<file path="src/hw/rtl/dbmp_pkg.sv">
// ----------------------------------------------------------------------------
// dbmp_pkg
// Shared types and constants for the debounced button mode panel.
// ----------------------------------------------------------------------------
package dbmp_pkg;

    localparam int BUTTONS           = 4;
    localparam int LIT_BUTTONS       = 3;
    localparam int TIME_BITS_DEFAULT = 32;

    localparam int NOW_W      = 32;
    localparam int CFG_IDX_W  = 3;
    localparam int CFG_DATA_W = 48;
    localparam int DEB_W      = 8;
    localparam int DUR_W      = 16;
    localparam int LEN_W      = 3;
    localparam int SEL_W      = 3;

    localparam logic [DUR_W-1:0] DEFAULT_FLASH_RESET = 16'd200;
    localparam logic [DEB_W-1:0] DEBOUNCE_RESET      = 8'd20;
    localparam logic [LEN_W-1:0] CYCLE_LEN_MAX       = 3'd4;

    typedef enum logic [1:0] {
        KIND_POLL         = 2'd0,
        KIND_READ_CHANGES = 2'd1,
        KIND_READ_ENCODER = 2'd2,
        KIND_CLEAR_ALL    = 2'd3
    } t_kind;

    typedef enum logic [1:0] {
        MODE_MOMENTARY = 2'd0,
        MODE_TOGGLE    = 2'd1,
        MODE_CYCLE     = 2'd2,
        MODE_FLASH     = 2'd3
    } t_mode;

    typedef enum logic [CFG_IDX_W-1:0] {
        CFG_BUTTON_MODES     = 3'd0,
        CFG_CYCLE_LENGTHS    = 3'd1,
        CFG_FLASH_DURATIONS  = 3'd2,
        CFG_DEFAULT_FLASH_MS = 3'd3,
        CFG_DEBOUNCE_MS      = 3'd4
    } t_cfg_idx;

    localparam logic [SEL_W-1:0] SEL_ENABLED = 3'd0;
    localparam logic [SEL_W-1:0] SEL_OFF     = 3'd1;
    localparam logic [SEL_W-1:0] SEL_SLOT0   = 3'd2;
    localparam logic [SEL_W-1:0] SEL_SLOT1   = 3'd3;

    typedef struct packed {
        logic live;
        logic press;
        logic change;
    } t_db_lane;

    typedef struct packed {
        logic [1:0]       cycle_idx;
        logic             toggle;
        logic [SEL_W-1:0] select;
    } t_mode_lane;

    typedef struct packed {
        logic             any_event;
        logic             int_pending;
        logic [3:0]       event_mask;
        logic [3:0]       change_mask;
        logic             encoder_press;
        logic [3:0]       state_byte;
        logic [3:0]       button_levels;
        logic [SEL_W-1:0] led0_select;
        logic [SEL_W-1:0] led1_select;
        logic [SEL_W-1:0] led2_select;
    } t_result;

endpackage

</file>
<file path="src/hw/rtl/dbmp_req_if.sv">
// ----------------------------------------------------------------------------
// dbmp_req_if
// Request channel: poll or command with raw pin levels and ms time.
// ----------------------------------------------------------------------------
interface dbmp_req_if;
    logic        valid;
    logic        ready;
    logic [1:0]  kind;
    logic [3:0]  pin_levels;
    logic [31:0] now_ms;

    modport source (output valid, kind, pin_levels, now_ms, input ready);
    modport sink   (input valid, kind, pin_levels, now_ms, output ready);
endinterface

</file>
<file path="src/hw/rtl/dbmp_res_if.sv">
// ----------------------------------------------------------------------------
// dbmp_res_if
// Result channel: event flags, masks, state and LED selections.
// ----------------------------------------------------------------------------
interface dbmp_res_if;
    logic       valid;
    logic       ready;
    logic       any_event;
    logic       int_pending;
    logic [3:0] event_mask;
    logic [3:0] change_mask;
    logic       encoder_press;
    logic [3:0] state_byte;
    logic [3:0] button_levels;
    logic [2:0] led0_select;
    logic [2:0] led1_select;
    logic [2:0] led2_select;

    modport source (output valid, any_event, int_pending, event_mask, change_mask,
                    encoder_press, state_byte, button_levels, led0_select,
                    led1_select, led2_select, input ready);
    modport sink   (input valid, any_event, int_pending, event_mask, change_mask,
                    encoder_press, state_byte, button_levels, led0_select,
                    led1_select, led2_select, output ready);
endinterface

</file>
<file path="src/hw/rtl/dbmp_debounce_lane.sv">
// ----------------------------------------------------------------------------
// dbmp_debounce_lane
// Time-based debounce of one button with a restartable candidate.
// ----------------------------------------------------------------------------
module dbmp_debounce_lane #(
    parameter int TIME_BITS = dbmp_pkg::TIME_BITS_DEFAULT
) (
    input  logic                         i_clk,
    input  logic                         i_rst_n,
    input  logic                         i_poll,
    input  logic                         i_clear,
    input  logic                         i_raw,
    input  logic [TIME_BITS-1:0]         i_now,
    input  logic [dbmp_pkg::DEB_W-1:0]   i_debounce_ms,
    output dbmp_pkg::t_db_lane           o_lane
);

    logic                 r_cand_valid, n_cand_valid;
    logic                 r_cand_level, n_cand_level;
    logic                 r_live, n_live;
    logic [TIME_BITS-1:0] r_stable_since, n_stable_since;
    logic [TIME_BITS-1:0] elapsed;
    logic                 press, change;

    assign elapsed = i_now - r_stable_since;

    always_comb begin
        n_cand_valid   = r_cand_valid;
        n_cand_level   = r_cand_level;
        n_live         = r_live;
        n_stable_since = r_stable_since;
        press          = 1'b0;
        change         = 1'b0;
        if (i_clear) begin
            n_cand_valid = 1'b0;
            n_live       = 1'b0;
        end else if (i_poll) begin
            if (!r_cand_valid) begin
                n_cand_valid   = 1'b1;
                n_cand_level   = i_raw;
                n_stable_since = i_now;
            end else if (i_raw != r_cand_level) begin
                n_cand_level   = i_raw;
                n_stable_since = i_now;
            end else if (i_raw != r_live &&
                         elapsed >= TIME_BITS'(i_debounce_ms)) begin
                change = 1'b1;
                press  = i_raw;
                n_live = i_raw;
            end
        end
    end

    always_ff @(posedge i_clk) begin
        if (!i_rst_n) begin
            r_cand_valid <= 1'b0;
            r_live       <= 1'b0;
        end else begin
            r_cand_valid <= n_cand_valid;
            r_live       <= n_live;
        end
        r_cand_level   <= n_cand_level;
        r_stable_since <= n_stable_since;
    end

    assign o_lane = '{live: n_live, press: press, change: change};

endmodule

</file>
<file path="src/hw/rtl/dbmp_mode_lane.sv">
// ----------------------------------------------------------------------------
// dbmp_mode_lane
// Mode logic of one lit button: momentary, cycle, toggle or flash, and its LED select.
// ----------------------------------------------------------------------------
module dbmp_mode_lane #(
    parameter int TIME_BITS = dbmp_pkg::TIME_BITS_DEFAULT
) (
    input  logic                         i_clk,
    input  logic                         i_rst_n,
    input  logic                         i_poll,
    input  logic                         i_clear,
    input  logic                         i_press,
    input  logic [TIME_BITS-1:0]         i_now,
    input  dbmp_pkg::t_mode              i_mode,
    input  logic [dbmp_pkg::LEN_W-1:0]   i_cycle_len,
    input  logic [dbmp_pkg::DUR_W-1:0]   i_flash_dur,
    input  logic [dbmp_pkg::DUR_W-1:0]   i_default_flash,
    output dbmp_pkg::t_mode_lane         o_lane
);

    logic [1:0]                     r_cycle_idx, n_cycle_idx;
    logic                           r_toggle, n_toggle;
    logic                           r_flash_on, n_flash_on;
    logic [TIME_BITS-1:0]           r_flash_began, n_flash_began;
    logic [dbmp_pkg::DUR_W-1:0]     dur;
    logic [dbmp_pkg::LEN_W-1:0]     len;
    logic [dbmp_pkg::LEN_W-1:0]     idx_inc;
    logic [TIME_BITS-1:0]           elapsed;
    logic [dbmp_pkg::SEL_W-1:0]     sel;

    assign dur     = (i_flash_dur == '0) ? i_default_flash : i_flash_dur;
    assign len     = (i_cycle_len > dbmp_pkg::CYCLE_LEN_MAX) ? dbmp_pkg::CYCLE_LEN_MAX
                                                             : i_cycle_len;
    assign idx_inc = dbmp_pkg::LEN_W'(r_cycle_idx) + 3'd1;
    assign elapsed = i_now - r_flash_began;

    always_comb begin
        n_cycle_idx   = r_cycle_idx;
        n_toggle      = r_toggle;
        n_flash_on    = r_flash_on;
        n_flash_began = r_flash_began;
        if (i_clear) begin
            n_cycle_idx = '0;
            n_toggle    = 1'b0;
            n_flash_on  = 1'b0;
        end else if (i_poll) begin
            // expiry is checked before this poll's press
            if (r_flash_on && elapsed >= TIME_BITS'(dur)) begin
                n_flash_on = 1'b0;
            end
            if (i_press) begin
                case (i_mode)
                    dbmp_pkg::MODE_CYCLE: begin
                        n_cycle_idx = (idx_inc >= len) ? 2'd0 : idx_inc[1:0];
                    end
                    dbmp_pkg::MODE_TOGGLE: begin
                        n_toggle = !r_toggle;
                    end
                    dbmp_pkg::MODE_FLASH: begin
                        n_flash_on    = 1'b1;
                        n_flash_began = i_now;
                    end
                    default: begin
                    end
                endcase
            end
        end
    end

    always_comb begin
        case (i_mode)
            dbmp_pkg::MODE_CYCLE: begin
                sel = (n_cycle_idx == 2'd0) ? dbmp_pkg::SEL_ENABLED
                    : dbmp_pkg::SEL_SLOT0 + dbmp_pkg::SEL_W'(n_cycle_idx);
            end
            dbmp_pkg::MODE_TOGGLE: sel = n_toggle ? dbmp_pkg::SEL_SLOT1
                                                  : dbmp_pkg::SEL_ENABLED;
            dbmp_pkg::MODE_FLASH:  sel = n_flash_on ? dbmp_pkg::SEL_SLOT0
                                                    : dbmp_pkg::SEL_ENABLED;
            default:               sel = dbmp_pkg::SEL_OFF;
        endcase
    end

    always_ff @(posedge i_clk) begin
        if (!i_rst_n) begin
            r_cycle_idx <= '0;
            r_toggle    <= 1'b0;
            r_flash_on  <= 1'b0;
        end else begin
            r_cycle_idx <= n_cycle_idx;
            r_toggle    <= n_toggle;
            r_flash_on  <= n_flash_on;
        end
        r_flash_began <= n_flash_began;
    end

    assign o_lane = '{cycle_idx: n_cycle_idx, toggle: n_toggle, select: sel};

endmodule

</file>
<file path="src/hw/rtl/dbmp_merge.sv">
// ----------------------------------------------------------------------------
// dbmp_merge
// Combines lane results into panel flags and masks and forms the result.
// ----------------------------------------------------------------------------
module dbmp_merge (
    input  logic                  i_clk,
    input  logic                  i_rst_n,
    input  logic                  i_accept,
    input  dbmp_pkg::t_kind       i_kind,
    input  dbmp_pkg::t_db_lane    i_db   [dbmp_pkg::BUTTONS],
    input  dbmp_pkg::t_mode_lane  i_mode [dbmp_pkg::LIT_BUTTONS],
    output dbmp_pkg::t_result     o_result
);

    logic [dbmp_pkg::BUTTONS-1:0] r_changes, n_changes;
    logic [dbmp_pkg::BUTTONS-1:0] r_events, n_events;
    logic                         r_irq, n_irq;
    logic                         r_encoder, n_encoder;
    logic [dbmp_pkg::BUTTONS-1:0] press_vec, change_vec, live_vec;
    logic                         enc_press;
    logic                         any;

    always_comb begin
        enc_press = 1'b0;
        for (int i = 0; i < dbmp_pkg::BUTTONS; i++) begin
            press_vec[i]  = i_db[i].press;
            change_vec[i] = i_db[i].change;
            live_vec[i]   = i_db[i].live;
            if (i >= dbmp_pkg::LIT_BUTTONS) begin
                enc_press = enc_press | i_db[i].press;
            end
        end
    end

    always_comb begin
        n_changes = r_changes;
        n_events  = r_events;
        n_irq     = r_irq;
        n_encoder = r_encoder;
        any       = 1'b0;
        if (i_accept) begin
            case (i_kind)
                dbmp_pkg::KIND_POLL: begin
                    any       = |press_vec;
                    n_changes = r_changes | change_vec;
                    n_events  = r_events | press_vec;
                    n_irq     = r_irq | any;
                    n_encoder = r_encoder | enc_press;
                end
                dbmp_pkg::KIND_READ_CHANGES: begin
                    n_changes = '0;
                    n_events  = '0;
                    n_irq     = 1'b0;
                end
                dbmp_pkg::KIND_READ_ENCODER: begin
                    n_encoder = 1'b0;
                end
                default: begin
                    n_changes = '0;
                    n_events  = '0;
                    n_irq     = 1'b0;
                    n_encoder = 1'b0;
                end
            endcase
        end
    end

    always_ff @(posedge i_clk) begin
        if (!i_rst_n) begin
            r_changes <= '0;
            r_events  <= '0;
            r_irq     <= 1'b0;
            r_encoder <= 1'b0;
        end else begin
            r_changes <= n_changes;
            r_events  <= n_events;
            r_irq     <= n_irq;
            r_encoder <= n_encoder;
        end
    end

    always_comb begin
        o_result               = '0;
        o_result.any_event     = any;
        o_result.int_pending   = n_irq;
        o_result.event_mask    = n_events;
        // change mask and encoder press are pre-clear on commands, post-update on polls
        o_result.change_mask   = (i_kind == dbmp_pkg::KIND_POLL) ? n_changes : r_changes;
        o_result.encoder_press = (i_kind == dbmp_pkg::KIND_POLL) ? n_encoder : r_encoder;
        o_result.state_byte    = {i_mode[2].toggle, i_mode[1].toggle, i_mode[0].cycle_idx};
        o_result.button_levels = live_vec;
        o_result.led0_select   = i_mode[0].select;
        o_result.led1_select   = i_mode[1].select;
        o_result.led2_select   = i_mode[2].select;
    end

    irq_tracks_events: assert property (@(posedge i_clk) disable iff (!i_rst_n)
        r_irq == (r_events != '0))
        else $error("interrupt flag out of step with event mask");

endmodule

</file>
<file path="src/hw/rtl/debounced_button_mode_panel.sv">
// ----------------------------------------------------------------------------
// debounced_button_mode_panel
// Four-button debounce panel with per-LED mode logic and color-slot select.
// ----------------------------------------------------------------------------
// Usage: i_req carries one request per handshake: a poll (raw pin levels and
// the ms time) or a command (read/clear change mask, read/clear encoder press,
// clear all). Each accepted request yields exactly one result on o_res.
// Configuration is written on i_cfg_we/i_cfg_index/i_cfg_wdata; the user
// must write it only while idle, not enforced by the block; unknown indexes are ignored.
// Result: registered in the output register, or in the skid register on a stall.
// Throughput: one request per cycle while i_req.ready is high; every lane
// updates its state in the cycle of acceptance, so the next request may follow immediately.
// Output: an output register plus a skid register; i_req.ready is low only
// when both hold results that the receiver has not yet taken. A stalled
// receiver therefore lets at most one further request be accepted.
// Reset: synchronous, active low; clears all flags, debounce candidates and
// mode state, and loads default flash 200 ms and debounce 20 ms.
// ----------------------------------------------------------------------------
module debounced_button_mode_panel #(
    parameter int TIME_BITS = dbmp_pkg::TIME_BITS_DEFAULT
) (
    input  logic                              i_clk,
    input  logic                              i_rst_n,
    input  logic                              i_cfg_we,
    input  logic [dbmp_pkg::CFG_IDX_W-1:0]    i_cfg_index,
    input  logic [dbmp_pkg::CFG_DATA_W-1:0]   i_cfg_wdata,
    dbmp_req_if.sink                          i_req,
    dbmp_res_if.source                        o_res
);

    localparam int LIT = dbmp_pkg::LIT_BUTTONS;

    logic [2*LIT-1:0]                     r_modes;
    logic [dbmp_pkg::LEN_W*LIT-1:0]       r_cycle_lens;
    logic [dbmp_pkg::DUR_W*LIT-1:0]       r_flash_durs;
    logic [dbmp_pkg::DUR_W-1:0]           r_default_flash;
    logic [dbmp_pkg::DEB_W-1:0]           r_debounce;

    logic                  accept, poll, clear;
    dbmp_pkg::t_kind       kind;
    logic [TIME_BITS-1:0]  now;
    dbmp_pkg::t_db_lane    db_lane   [dbmp_pkg::BUTTONS];
    dbmp_pkg::t_mode_lane  mode_lane [LIT];
    dbmp_pkg::t_result     result;

    dbmp_pkg::t_result     r_out, r_skid;
    logic                  r_out_valid, r_skid_valid;
    logic                  pop;

    // configuration registers
    always_ff @(posedge i_clk) begin
        if (!i_rst_n) begin
            r_modes         <= '0;
            r_cycle_lens    <= '0;
            r_flash_durs    <= '0;
            r_default_flash <= dbmp_pkg::DEFAULT_FLASH_RESET;
            r_debounce      <= dbmp_pkg::DEBOUNCE_RESET;
        end else if (i_cfg_we) begin
            case (dbmp_pkg::t_cfg_idx'(i_cfg_index))
                dbmp_pkg::CFG_BUTTON_MODES:     r_modes <= i_cfg_wdata[2*LIT-1:0];
                dbmp_pkg::CFG_CYCLE_LENGTHS:
                    r_cycle_lens <= i_cfg_wdata[dbmp_pkg::LEN_W*LIT-1:0];
                dbmp_pkg::CFG_FLASH_DURATIONS:
                    r_flash_durs <= i_cfg_wdata[dbmp_pkg::DUR_W*LIT-1:0];
                dbmp_pkg::CFG_DEFAULT_FLASH_MS:
                    r_default_flash <= i_cfg_wdata[dbmp_pkg::DUR_W-1:0];
                dbmp_pkg::CFG_DEBOUNCE_MS:
                    r_debounce <= i_cfg_wdata[dbmp_pkg::DEB_W-1:0];
                default: begin
                end
            endcase
        end
    end

    assign i_req.ready = !r_skid_valid;
    assign accept      = i_req.valid && !r_skid_valid;
    assign kind        = dbmp_pkg::t_kind'(i_req.kind);
    assign poll        = accept && (kind == dbmp_pkg::KIND_POLL);
    assign clear       = accept && (kind == dbmp_pkg::KIND_CLEAR_ALL);
    assign now         = i_req.now_ms[TIME_BITS-1:0];

    for (genvar g = 0; g < dbmp_pkg::BUTTONS; g++) begin : g_db
        dbmp_debounce_lane #(
            .TIME_BITS (TIME_BITS)
        ) u_lane (
            .i_clk         (i_clk),
            .i_rst_n       (i_rst_n),
            .i_poll        (poll),
            .i_clear       (clear),
            .i_raw         (i_req.pin_levels[g]),
            .i_now         (now),
            .i_debounce_ms (r_debounce),
            .o_lane        (db_lane[g])
        );
    end

    for (genvar g = 0; g < LIT; g++) begin : g_mode
        dbmp_mode_lane #(
            .TIME_BITS (TIME_BITS)
        ) u_lane (
            .i_clk           (i_clk),
            .i_rst_n         (i_rst_n),
            .i_poll          (poll),
            .i_clear         (clear),
            .i_press         (db_lane[g].press),
            .i_now           (now),
            .i_mode          (dbmp_pkg::t_mode'(r_modes[2*g +: 2])),
            .i_cycle_len     (r_cycle_lens[dbmp_pkg::LEN_W*g +: dbmp_pkg::LEN_W]),
            .i_flash_dur     (r_flash_durs[dbmp_pkg::DUR_W*g +: dbmp_pkg::DUR_W]),
            .i_default_flash (r_default_flash),
            .o_lane          (mode_lane[g])
        );
    end

    dbmp_merge u_merge (
        .i_clk    (i_clk),
        .i_rst_n  (i_rst_n),
        .i_accept (accept),
        .i_kind   (kind),
        .i_db     (db_lane),
        .i_mode   (mode_lane),
        .o_result (result)
    );

    // output register with skid
    assign pop = r_out_valid && o_res.ready;

    always_ff @(posedge i_clk) begin
        if (!i_rst_n) begin
            r_out_valid  <= 1'b0;
            r_skid_valid <= 1'b0;
        end else if (!r_out_valid || pop) begin
            r_out_valid  <= r_skid_valid || accept;
            r_skid_valid <= 1'b0;
        end else if (accept) begin
            r_skid_valid <= 1'b1;
        end
    end

    always_ff @(posedge i_clk) begin
        if (!r_out_valid || pop) begin
            r_out <= r_skid_valid ? r_skid : result;
        end
        if (accept && r_out_valid && !pop) begin
            r_skid <= result;
        end
    end

    assign o_res.valid         = r_out_valid;
    assign o_res.any_event     = r_out.any_event;
    assign o_res.int_pending   = r_out.int_pending;
    assign o_res.event_mask    = r_out.event_mask;
    assign o_res.change_mask   = r_out.change_mask;
    assign o_res.encoder_press = r_out.encoder_press;
    assign o_res.state_byte    = r_out.state_byte;
    assign o_res.button_levels = r_out.button_levels;
    assign o_res.led0_select   = r_out.led0_select;
    assign o_res.led1_select   = r_out.led1_select;
    assign o_res.led2_select   = r_out.led2_select;

    skid_implies_out: assert property (@(posedge i_clk) disable iff (!i_rst_n)
        r_skid_valid |-> r_out_valid)
        else $error("skid holds a result while output register is empty");

    stall_keeps_result: assert property (@(posedge i_clk) disable iff (!i_rst_n)
        (r_out_valid && !o_res.ready) |=> (r_out_valid && $stable(r_out)))
        else $error("stalled result changed or was dropped");

    event_implies_irq: assert property (@(posedge i_clk) disable iff (!i_rst_n)
        (r_out_valid && r_out.any_event) |-> r_out.int_pending)
        else $error("press event reported without interrupt pending");

endmodule
</file>
<file path="src/flat_wrapper.sv">
// flat-port wrapper written by rule: the top's interface ports become plain ports
module debounced_button_mode_panel_flat 
#(
    parameter int TIME_BITS = dbmp_pkg::TIME_BITS_DEFAULT
)
  (i_clk, i_rst_n, i_cfg_we, i_cfg_index, i_cfg_wdata, i_req_valid, i_req_kind, i_req_pin_levels, i_req_now_ms, i_req_ready, o_res_valid, o_res_any_event, o_res_int_pending, o_res_event_mask, o_res_change_mask, o_res_encoder_press, o_res_state_byte, o_res_button_levels, o_res_led0_select, o_res_led1_select, o_res_led2_select, o_res_ready);
  dbmp_req_if i_req_i ();
  dbmp_res_if o_res_i ();
  input  logic i_clk;
  input  logic i_rst_n;
  input  logic i_cfg_we;
  input  logic [dbmp_pkg::CFG_IDX_W-1:0] i_cfg_index;
  input  logic [dbmp_pkg::CFG_DATA_W-1:0] i_cfg_wdata;
  input wire logic [$bits(i_req_i.valid)-1:0] i_req_valid;
  input wire logic [$bits(i_req_i.kind)-1:0] i_req_kind;
  input wire logic [$bits(i_req_i.pin_levels)-1:0] i_req_pin_levels;
  input wire logic [$bits(i_req_i.now_ms)-1:0] i_req_now_ms;
  output wire logic [$bits(i_req_i.ready)-1:0] i_req_ready;
  output wire logic [$bits(o_res_i.valid)-1:0] o_res_valid;
  output wire logic [$bits(o_res_i.any_event)-1:0] o_res_any_event;
  output wire logic [$bits(o_res_i.int_pending)-1:0] o_res_int_pending;
  output wire logic [$bits(o_res_i.event_mask)-1:0] o_res_event_mask;
  output wire logic [$bits(o_res_i.change_mask)-1:0] o_res_change_mask;
  output wire logic [$bits(o_res_i.encoder_press)-1:0] o_res_encoder_press;
  output wire logic [$bits(o_res_i.state_byte)-1:0] o_res_state_byte;
  output wire logic [$bits(o_res_i.button_levels)-1:0] o_res_button_levels;
  output wire logic [$bits(o_res_i.led0_select)-1:0] o_res_led0_select;
  output wire logic [$bits(o_res_i.led1_select)-1:0] o_res_led1_select;
  output wire logic [$bits(o_res_i.led2_select)-1:0] o_res_led2_select;
  input wire logic [$bits(o_res_i.ready)-1:0] o_res_ready;
  assign i_req_i.valid = i_req_valid;
  assign i_req_i.kind = i_req_kind;
  assign i_req_i.pin_levels = i_req_pin_levels;
  assign i_req_i.now_ms = i_req_now_ms;
  assign i_req_ready = i_req_i.ready;
  assign o_res_valid = o_res_i.valid;
  assign o_res_any_event = o_res_i.any_event;
  assign o_res_int_pending = o_res_i.int_pending;
  assign o_res_event_mask = o_res_i.event_mask;
  assign o_res_change_mask = o_res_i.change_mask;
  assign o_res_encoder_press = o_res_i.encoder_press;
  assign o_res_state_byte = o_res_i.state_byte;
  assign o_res_button_levels = o_res_i.button_levels;
  assign o_res_led0_select = o_res_i.led0_select;
  assign o_res_led1_select = o_res_i.led1_select;
  assign o_res_led2_select = o_res_i.led2_select;
  assign o_res_i.ready = o_res_ready;
  debounced_button_mode_panel #(.TIME_BITS(TIME_BITS)) u_core (.i_clk(i_clk), .i_rst_n(i_rst_n), .i_cfg_we(i_cfg_we), .i_cfg_index(i_cfg_index), .i_cfg_wdata(i_cfg_wdata), .i_req(i_req_i), .o_res(o_res_i));
endmodule
</file>
<file path="config.mk">
export PLATFORM = sky130hd
export DESIGN_NAME = debounced_button_mode_panel_flat
export DESIGN_NICKNAME = d
export VERILOG_FILES = /design/src/hw/rtl/dbmp_pkg.sv /design/src/hw/rtl/dbmp_req_if.sv /design/src/hw/rtl/dbmp_res_if.sv /design/src/hw/rtl/dbmp_debounce_lane.sv /design/src/hw/rtl/dbmp_mode_lane.sv /design/src/hw/rtl/dbmp_merge.sv /design/src/hw/rtl/debounced_button_mode_panel.sv /design/src/flat_wrapper.sv
export SDC_FILE = /design/constraint.sdc
export NUM_CORES = 1
export LEC_CHECK = 0
export BUFFER_PORTS_ARGS = -buffer_cell sky130_fd_sc_hd__buf_2
export CAP_MARGIN = 20
export CORE_MARGIN = 2
export CORE_UTILIZATION = 45
export DETAILED_ROUTE_END_ITERATION = 12
export HOLD_SLACK_MARGIN = 0.02
export PLACE_DENSITY = 0.68
export SYNTH_ARGS = -nofsm -noshare
export SYNTH_HDL_FRONTEND = slang
export SYNTH_HIERARCHICAL = 1
export SYNTH_SLANG_ARGS = --single-unit
</file>
<file path="constraint.sdc">
create_clock -name i_clk -period 9.78 [get_ports i_clk]
set_clock_uncertainty 0.1 [all_clocks]
set_input_delay 0.978 -clock i_clk [delete_from_list [all_inputs] [get_ports i_clk]]
set_output_delay 0.978 -clock i_clk [all_outputs]
set_load 0.01 [all_outputs]
</file>
==> flow_metrics.tcl <==
set metrics [dict create \
    status "completed" \
    peakVddDrop_v 0.000136 \
    grt_usage_pct 24.5 \
    grt_max_degree 76 \
    slew_headroom_pct 30.2 \
    synthCells 3548 \
    nFillCells 6737 \
    die_x_um 270 \
    pin_count 124 \
    portBuffers 123 \
    cts_tree "yes" \
    hold_buffers 0 \
    period_minus_slack_ns 6.15 \
    arrival_ns 6.41 \
    cts_sinks 403 \
    num_rows 97 \
    finalInstanceArea_mm2 0.0348 \
    worst_pin_slew_ns 1.04 \
    p_leak_nw 14.6 \
    h-tree-depth 2 \
    synth_nets 3958 \
    gp_congestion 0.928 \
    finalHoldViolations 0 \
    cp-end-kind "flip-flop" \
    ant_nets 0 \
    clockRootBuffer "clkbuf_16" \
    cts_made_buffers 47 \
    clock_latency_ns 0.61 \
    die-area_mm2 0.0731 \
    drtIter0Drc 2093 \
    min_period_over_period_pct 62.9 \
    routed_wl_um 92000 \
    syn-cell-area_mm2 0.0320 \
    syn2layout_area_growth_pct 9.01 \
    tns_ns 0 \
    ctsResizeCount 0 \
    rsz0062_at_grt "no" \
    initial_core_util_pct 45.5 \
    p_per_area_mw_per_mm2 136 \
    grt_pass1_vias 25337 \
    antenna_found_initial 5 \
    nets 4008 \
    vias 26805 \
    grt_pass1_wl_um 142000 \
    viasPerCell 5.86 \
    multiInputGateArea_mm2 0.0190 \
    syn_area_per_cell_um2 9.01 \
    layout-drive-gt1-share_pct 11.0 \
    setup.worst_path.start_class "primary input" \
    critPathMaxFanout 33 \
    place_area_mm2 0.0331 \
    fmax_ghz 0.163 \
    path_class "in -> reg" \
    p_total_w 0.00473 \
    drtPass1Iterations 5 \
    setup_viol 0 \
    die_h_um 270 \
    post-route-util_pct 49.7 \
    grt_overflow 0 \
    min_path_type "reg -> reg" \
    dp_hpwl_um 65600 \
    slew_viol_final 0 \
    drcViolationCount 0 \
    final_common_cell "nand2_1" \
    core_area_mm2 0.0701 \
    clk_pin_slew_worst_paths_ns 0.06 \
    avgRoutedWirePerCell_um 20.1 \
    cp_data_required_time_ns 10.04 \
    most-common-layout-cells "381 x nand2_1, 320 x a21oi_1, 318 x inv_1" \
    synth_warnings 6 \
    seqCellArea_mm2 0.0109 \
    cts_setup_buffers 0 \
    drv_cap 0 \
    max-clock-path-buffers 3 \
]
==> metrics by stage <==
stage	instances	hold WS [ns]	setup slack, ns
floorplan	3548	0.334	2.60
global placement	4486	0.342	2.97
detailed placement	4487	0.350	2.94
CTS	4573	0.362	3.58
global route	4575	0.381	3.16
finish	4576	0.359	3.63
==> area by class of cell <==
type / instances / share of cell area [%]
Antenna cell: 1 / 0.00718
Clock buffer: 67 / 3.98
Clock inverter: 19 / 0.740
Inverter: 321 / 3.46
Multi-Input combinational cell: 2672 / 54.5
Sequential cell: 403 / 31.3
Tap cell: 940 / 3.38
Timing Repair Buffer: 153 / 2.59
==> routing by layer <==
layer  vias to the layer above  part of all wire [%]  GRT usage [%]
met5                         -                     0              0
met4                         0                   3.7           8.58
met3                       160                   5.7           3.26
met2                       828                    45           39.5
met1                     12720                    46           33.6
li1                      13097                     -              -
==> final timing paths <==
| check | startpoint | to | slack [ns] | cells after the start |
|---|---|---|---|---|
| worst min register to register | u_core/r_cycle_lens[0] | u_core/r_cycle_lens[0] | 0.36 | 2 |
| worst max-delay path | i_req_now_ms[0] | u_core/o_res.led2_select[1] | 3.63 | 26 |
| worst min-delay path | u_core/r_cycle_lens[0] | u_core/r_cycle_lens[0] | 0.36 | 2 |
| worst max register to register | u_core/g_db[2].u_lane/r_stable_since[0] | u_core/o_res.led2_select[1] | 4.11 | 24 |
==> state kept, by name, summed over array words and instances (netlist names), 4 cells and up <==
name,cells
u_core/g_db.u_lane/r_stable_since,128
u_core/g_mode.u_lane/r_flash_began,96
u_core/r_flash_durs,48
u_core/r_skid,28
u_core/r_default_flash,16
u_core/r_cycle_lens,9
u_core/r_debounce,8
u_core/g_mode.u_lane/r_cycle_idx,6
u_core/r_modes,6
u_core/g_db.u_lane/r_cand_level,4
u_core/g_db.u_lane/r_cand_valid,4
u_core/g_db.u_lane/r_live,4
u_core/o_res.button_levels,4
u_core/o_res.change_mask,4
u_core/o_res.event_mask,4
u_core/o_res.state_byte,4
u_core/u_merge/r_changes,4
u_core/u_merge/r_events,4
==> worst max-delay path, stage by stage <==
cell and delay, ns:
buf_2 0.34, inv_1 0.09, ha_1 0.23, fa_1 0.40
nand2b_1 0.20, a21oi_1 0.22, nor2_1 0.12, xnor2_1 0.14
ha_1 0.30, a21o_1 0.18, a222oi_1 0.22, o21a_1 0.18
nand4_1 0.09, nor4_1 0.24, and4_1 0.22, nand4_1 0.10
nor4_2 0.21, a31oi_2 0.23, and4bb_1 0.36, nand3_1 0.17
nor3_2 0.05, buf_4 0.27, o21bai_1 0.22, a21oi_1 0.23
o221ai_2 0.13, mux2_2 0.26
==> where the power goes <==
| group | total, W | switching (W) | leakage [nW] | internal [W] |
|---|---|---|---|---|
| Combinational | 0.000977 | 0.000613 | 10.2 | 0.000364 |
| Sequential | 0.00188 | 0.0000199 | 3.60 | 0.00186 |
| Clock | 0.00188 | 0.000751 | 0.809 | 0.00112 |
| Total | 0.00473 | 0.00138 | 14.6 | 0.00335 |
No activity file was read; power rests on OpenSTA's default activity.
